<file path="config.mk">
export PLATFORM = sky130hd
export DESIGN_NAME = qalu_front_flat
export DESIGN_NICKNAME = d
export VERILOG_FILES = /design/src/rtl/qalu_pkg.sv /design/src/rtl/qalu_if.sv /design/src/rtl/qalu_front.sv /design/src/flat_wrapper.sv
export VERILOG_INCLUDE_DIRS = /design/src /design/src/rtl
export SDC_FILE = /design/constraint.sdc
export NUM_CORES = 1
export LEC_CHECK = 0
export CORE_AREA = 3 3 229 231
export CTS_CLUSTER_SIZE = 10
export DETAILED_ROUTE_END_ITERATION = 16
export DIE_AREA = 0 0 232 234
export DONT_BUFFER_PORTS = 1
export HOLD_SLACK_MARGIN = 0.15
export SLEW_MARGIN = 10
export SYNTH_ARGS = -nofsm -noshare
export SYNTH_HDL_FRONTEND = slang
export SYNTH_SLANG_ARGS = --single-unit
export TNS_END_PERCENT = 10
</file>
<file path="constraint.sdc">
create_clock -name clk -period 36.3 [get_ports clk]
set_input_delay 3.63 -clock clk [delete_from_list [all_inputs] [get_ports clk]]
set_output_delay 3.63 -clock clk [all_outputs]
set_load 0.02 [all_outputs]
</file>
<file path="src/rtl/quaternion_alu_defines.svh">
// Assertion macros shared by the quaternion ALU RTL.
// No dependencies; expects clk and rst_n in the including scope.
`ifndef QUATERNION_ALU_DEFINES_SVH
`define QUATERNION_ALU_DEFINES_SVH

// Property checked every clock outside reset.
`define QALU_CHK(lbl, prop, msg) \
  lbl: assert property (@(posedge clk) disable iff (!rst_n) prop) else $error(msg);

// Antecedent this cycle implies consequent next cycle.
`define QALU_CHK_NEXT(lbl, ante, cons, msg) \
  lbl: assert property (@(posedge clk) disable iff (!rst_n) (ante) |=> (cons)) else $error(msg);

`endif

</file>
<file path="src/rtl/qalu_pkg.sv">
// Shared types, constants and helpers for the quaternion ALU.
// No dependencies.
package qalu_pkg;

  localparam int W    = 32;            // word width
  localparam int FRAC = 16;            // fraction bits
  localparam int AW   = 2 * W + 4;     // signed accumulator width
  localparam int SW   = 2 * W + 2;     // sum-of-squares magnitude width
  localparam int RW   = SW / 2;        // square root width
  localparam int NW   = W + 2 * FRAC;  // divider numerator width
  localparam int DW   = SW;            // divider divisor width
  localparam int CW   = $clog2(NW);    // iteration counter width

  typedef enum logic [3:0] {
    OP_ADD, OP_SUB, OP_MUL, OP_SCALE, OP_DIVS, OP_CONJ, OP_NORM, OP_LEN,
    OP_NRMZ, OP_INV, OP_EQ, OP_GE, OP_LE, OP_GT, OP_LT, OP_RSV
  } op_t;

  typedef enum logic [1:0] {ST_OK, ST_DIV0, ST_SAT} status_t;

  typedef enum logic [3:0] {
    B_IDLE, B_MAC, B_DRAIN, B_SUM, B_POST, B_ROOT, B_RDONE, B_DIV, B_DDONE, B_OUT
  } bstate_t;

  typedef struct packed {
    logic       mac;   // goes through the multipliers
    logic [1:0] last;  // last multiply step
    logic       sum;   // needs the lane sum after the MAC
    logic       root;  // needs the square root
  } ctl_t;

  typedef struct packed {
    op_t               op;
    ctl_t              ctl;
    logic [3:0][W-1:0] a;
    logic [3:0][W-1:0] b;
    logic [W-1:0]      f;
  } item_t;

  typedef struct packed {
    logic [3:0][W-1:0] r;
    logic              cmp;
    status_t           st;
  } res_t;

  typedef struct packed {
    logic [W-1:0] w;
    logic         s;
  } satw_t;

  localparam logic signed [AW-1:0] WMAX = {{(AW-W+1){1'b0}}, {(W-1){1'b1}}};
  localparam logic signed [AW-1:0] WMIN = ~WMAX;

  function automatic satw_t sat_acc(input logic signed [AW-1:0] v);
    satw_t o;
    if (v > WMAX) begin
      o.w = {1'b0, {(W-1){1'b1}}};
      o.s = 1'b1;
    end else if (v < WMIN) begin
      o.w = {1'b1, {(W-1){1'b0}}};
      o.s = 1'b1;
    end else begin
      o.w = v[W-1:0];
      o.s = 1'b0;
    end
    return o;
  endfunction

  function automatic logic [W-1:0] abs_w(input logic [W-1:0] x);
    return x[W-1] ? (~x + W'(1)) : x;
  endfunction

  function automatic ctl_t classify(input op_t op);
    ctl_t c;
    c = '0;
    case (op)
      OP_MUL:                    begin c.mac = 1'b1; c.last = 2'd3; end
      OP_SCALE:                  c.mac = 1'b1;
      OP_NORM:                   begin c.mac = 1'b1; c.sum = 1'b1; end
      OP_LEN, OP_NRMZ:           begin c.mac = 1'b1; c.sum = 1'b1; c.root = 1'b1; end
      OP_INV:                    begin c.mac = 1'b1; c.sum = 1'b1; end
      OP_GE, OP_LE, OP_GT, OP_LT: begin c.mac = 1'b1; c.sum = 1'b1; c.last = 2'd1; end
      default:                   c = '0;
    endcase
    return c;
  endfunction

  // Hamilton product: term sign at step t for lane c
  function automatic logic ham_neg(input logic [1:0] t, input logic [1:0] c);
    return (t != 2'd0) && ((c == 2'd0) || (t == 2'd1 && c == 2'd2) ||
           (t == 2'd2 && c == 2'd3) || (t == 2'd3 && c == 2'd1));
  endfunction

endpackage

</file>
<file path="src/rtl/qalu_if.sv">
// Word channels of the quaternion ALU: operand and result interfaces.
// Depends on qalu_pkg.
interface qalu_in_if;
  import qalu_pkg::*;
  logic              valid;
  logic              ready;
  logic [3:0]        action;
  logic signed [W-1:0] a_scalar_part;
  logic signed [W-1:0] a_i_part;
  logic signed [W-1:0] a_j_part;
  logic signed [W-1:0] a_k_part;
  logic signed [W-1:0] b_scalar_part;
  logic signed [W-1:0] b_i_part;
  logic signed [W-1:0] b_j_part;
  logic signed [W-1:0] b_k_part;
  logic signed [W-1:0] factor;
  modport source (output valid, action, a_scalar_part, a_i_part, a_j_part, a_k_part,
                  b_scalar_part, b_i_part, b_j_part, b_k_part, factor, input ready);
  modport sink (input valid, action, a_scalar_part, a_i_part, a_j_part, a_k_part,
                b_scalar_part, b_i_part, b_j_part, b_k_part, factor, output ready);
endinterface


</file>
<file path="src/rtl/qalu_front.sv">
// Front end: accepts operand words, classifies them, queues them (2 deep).
// Depends on qalu_pkg, qalu_if, quaternion_alu_defines.svh.
`include "quaternion_alu_defines.svh"
module qalu_front (
  input  logic            clk,
  input  logic            rst_n,
  qalu_in_if.sink         in_if,
  output logic            q_valid,
  output qalu_pkg::item_t q_item,
  input  logic            q_take
);
  import qalu_pkg::*;

  item_t       ent_r [2];
  logic        wp_r, rp_r;
  logic [1:0]  cnt_r;
  logic        push, pop;
  item_t       nitem;

  assign in_if.ready = (cnt_r != 2'd2);
  assign push        = in_if.valid && in_if.ready;
  assign q_valid     = (cnt_r != 2'd0);
  assign pop         = q_take && q_valid;
  assign q_item      = ent_r[rp_r];

  always_comb begin
    nitem.op  = op_t'(in_if.action);
    nitem.ctl = classify(op_t'(in_if.action));
    nitem.a   = {in_if.a_k_part, in_if.a_j_part, in_if.a_i_part, in_if.a_scalar_part};
    nitem.b   = {in_if.b_k_part, in_if.b_j_part, in_if.b_i_part, in_if.b_scalar_part};
    nitem.f   = in_if.factor;
  end

  always_ff @(posedge clk) begin
    if (!rst_n) begin
      wp_r  <= 1'b0;
      rp_r  <= 1'b0;
      cnt_r <= 2'd0;
    end else begin
      if (push) wp_r <= ~wp_r;
      if (pop)  rp_r <= ~rp_r;
      cnt_r <= cnt_r + {1'b0, push} - {1'b0, pop};
    end
  end

  always_ff @(posedge clk) begin
    if (push) ent_r[wp_r] <= nitem;
  end

  `QALU_CHK(a_cnt_range, cnt_r != 2'd3, "queue count out of range")
  `QALU_CHK_NEXT(a_push_only, push && !pop && cnt_r == 2'd1, cnt_r == 2'd2, "queue lost a word")
  `QALU_CHK_NEXT(a_pop_only, pop && !push && cnt_r == 2'd1, cnt_r == 2'd0, "queue kept a word")

endmodule

</file>
<file path="src/flat_wrapper.sv">
// flat-port wrapper written by rule: the top's interface ports become plain ports
module qalu_front_flat import qalu_pkg::*;
  (clk, rst_n, q_valid, q_item, q_take, in_if_valid, in_if_action, in_if_a_scalar_part, in_if_a_i_part, in_if_a_j_part, in_if_a_k_part, in_if_b_scalar_part, in_if_b_i_part, in_if_b_j_part, in_if_b_k_part, in_if_factor, in_if_ready);
  qalu_in_if in_if_i ();
  input  logic clk;
  input  logic rst_n;
  output logic q_valid;
  output qalu_pkg::item_t q_item;
  input  logic q_take;
  input wire logic [$bits(in_if_i.valid)-1:0] in_if_valid;
  input wire logic [$bits(in_if_i.action)-1:0] in_if_action;
  input wire logic [$bits(in_if_i.a_scalar_part)-1:0] in_if_a_scalar_part;
  input wire logic [$bits(in_if_i.a_i_part)-1:0] in_if_a_i_part;
  input wire logic [$bits(in_if_i.a_j_part)-1:0] in_if_a_j_part;
  input wire logic [$bits(in_if_i.a_k_part)-1:0] in_if_a_k_part;
  input wire logic [$bits(in_if_i.b_scalar_part)-1:0] in_if_b_scalar_part;
  input wire logic [$bits(in_if_i.b_i_part)-1:0] in_if_b_i_part;
  input wire logic [$bits(in_if_i.b_j_part)-1:0] in_if_b_j_part;
  input wire logic [$bits(in_if_i.b_k_part)-1:0] in_if_b_k_part;
  input wire logic [$bits(in_if_i.factor)-1:0] in_if_factor;
  output wire logic [$bits(in_if_i.ready)-1:0] in_if_ready;
  assign in_if_i.valid = in_if_valid;
  assign in_if_i.action = in_if_action;
  assign in_if_i.a_scalar_part = in_if_a_scalar_part;
  assign in_if_i.a_i_part = in_if_a_i_part;
  assign in_if_i.a_j_part = in_if_a_j_part;
  assign in_if_i.a_k_part = in_if_a_k_part;
  assign in_if_i.b_scalar_part = in_if_b_scalar_part;
  assign in_if_i.b_i_part = in_if_b_i_part;
  assign in_if_i.b_j_part = in_if_b_j_part;
  assign in_if_i.b_k_part = in_if_b_k_part;
  assign in_if_i.factor = in_if_factor;
  assign in_if_ready = in_if_i.ready;
  qalu_front u_core (.clk(clk), .rst_n(rst_n), .in_if(in_if_i), .q_valid(q_valid), .q_item(q_item), .q_take(q_take));
endmodule
</file>
==> impl_metrics.tcl <==
set metrics [dict create \
    status "finished, final reports clean" \
    post-dp-hpwl_mm 32.08 \
    finalClockSkew_ns 0.02016 \
    grt_pass1_vias 9364 \
    irDropWorstVdd_uv 64.01 \
    finalNonFillerCells 1711 \
    grt_max_degree 158 \
    crit_type "reg2out" \
    die_height_um 234 \
    ys_seq_elements 599 \
    finalSetupTns_ns 0 \
    cts_setup_buffers 0 \
    drive_above_1_share_pct 37.54 \
    insertedDiodeCount 0 \
    drv_slew 0 \
    drt-initial-drc-count 588 \
    fp-row-count 82 \
    ios 595 \
    tritoncts "yes" \
    cap_viol_max_count 0 \
    synth_edf_count 594 \
    cts-resized-gates 0 \
    antenna_found_initial 1 \
    dp_cells 1615 \
    final_nets 1314 \
    globalRoute.totalOverflow 0 \
    syn_area_per_cell_um2 23.43 \
    start_util_pct 45.21 \
    die_x_um 232 \
    synth_fp_nets 1268 \
    setup_viol 0 \
    drc_errors 0 \
    clock_latency_ns 0.58 \
    cts_sinks 599 \
    root_buffer "clkbuf_16" \
    clk_pin_slew_ns 0.06 \
    cts_max_level 3 \
    final_common_cell "edfxtp_1" \
    die-area_um2 54290 \
    finalWeightedCongestion 0.8156 \
    wirelength_mm 46.91 \
    synthDistinctLibCells 25 \
    fin_crit_sh_pct 20.87 \
    syn-cell-area_um2 22730 \
    routedWlPerCell_um 27.41 \
    synthFlopType "edfxtp_1" \
    viasPerCell 5.237 \
    ys_seq_area_share_pct 78.92 \
    io_buffers 0 \
    rsz0062_at_grt "false" \
    worstPathMaxFanout 68 \
    track_usage_pct 16.63 \
    critical_path_required_ns 32.67 \
    synthCells 970 \
    syn_to_final_growth_pct 11.34 \
    p_leak_nw 8.596 \
    fmax_mhz 132.0 \
    yosys_warnings 0 \
    ant_nets 0 \
    tightest_slew_ns 1.228 \
    hold_violations 0 \
    min_period_ns 7.577 \
    firstDrtPassIters 4 \
    cts_buffers 71 \
    p_per_area_nw_per_um2 80.71 \
    ys_async_sr_fraction_pct 0 \
    clock_path_buffers 3 \
    start_kind "flip-flop" \
    vias 8961 \
    grt_pass1_wl_mm 65.37 \
    cp.arrival_ns 3.95 \
    mostFrequentLayoutCells "edfxtp_1, mux2_4, clkbuf_16" \
    core_um2 50270 \
    holdBufCountCts 0 \
    slew_headroom_pct 18.10 \
    hp-class "reg2reg" \
    critPathCaptureType "output pin" \
]
final cells by class:
type / instances / area, um2
timing repair buffer: 9 / 92.59
fill: 3983 / 24970
clock buffer: 88 / 1883
multi-input combinational: 332 / 4444
inverter: 3 / 11.26
tap: 672 / 840.8
sequential: 599 / 17940
clock inverter: 8 / 92.59
sequential cells by signal (all words and copies together), names as in the netlist, named ones only:
register      cells
u_core.wp_r       1
u_core.rp_r       1
u_core.cnt_r      2
u_core.ent_r    594
through the flow:
stage | utilization (%) | power, mW | setup WS, ns | cell area, um2 | hold slack [ns]
floorplan | - | 1.413 | 18.51 | 22730 | 0.4528
CTS | 50.34 | 2.072 | 28.59 | 25310 | 0.5340
global route | 50.34 | 2.121 | 28.42 | 25310 | 0.5622
global placement | 46.41 | 1.449 | 29.28 | 23330 | 0.4955
detailed placement | 46.41 | 1.453 | 29.25 | 23330 | 0.5195
finish | 50.34 | 2.042 | 28.72 | 25310 | 0.5295
critical path: stages (launching register included):
cell and delay, ns:
dfxtp_4 1.06, buf_4 0.87, buf_4 0.84, mux2_2 0.49
report_power, final:
group | switching [mW] | internal (mW)
Sequential | 0.0357 | 0.879
Combinational | 0.323 | 0.191
Clock | 0.246 | 0.368
Total | 0.604 | 1.44
cell usage after synthesis (all sizes together) (3+ instances only):
cell	number	area share (%)
nand2b	3	0.083
o21ai	4	0.088
edfxtp	594	78
nand3	3	0.066
dfxtp	5	0.44
buf	35	1.5
mux2	297	19
inv	3	0.050
nor2	3	0.050
and2	3	0.083
routing by layer:
layer	share of wire (%)	track usage (%)	up-vias	routed length, um
met5	0.028	0	-	13
met4	3.4	6.332	2	1599
met3	13	10.48	91	6267
met2	51	28.04	412	24100
met1	32	16.58	4525	14920
li1	-	-	3931	-
worst paths after layout:
path,slack (ns),cells after the start,from,to
worst max register to register,32.21,5,u_core.cnt_r[0],u_core.ent_r[0][102]
worst max-delay path,28.72,3,flip-flop,q_item[257]
worst min-delay path,0.53,2,u_core.wp_r,u_core.wp_r
worst min register to register,0.53,2,u_core.wp_r,u_core.wp_r
cells by family after synthesis:
family                   count (synthesis)  synth area share, %
adder cells (fa/ha/maj)                  2               0.1101
multiplexers                           297                18.51
flip-flops                             599                78.92
AND/OR/NAND/NOR                         21               0.5231
AO/OA/AOI/OAI                            8               0.1982
buffers and inverters                   39                1.580
XOR/XNOR                                 4               0.1542
Power figures use the tool's default switching activity.
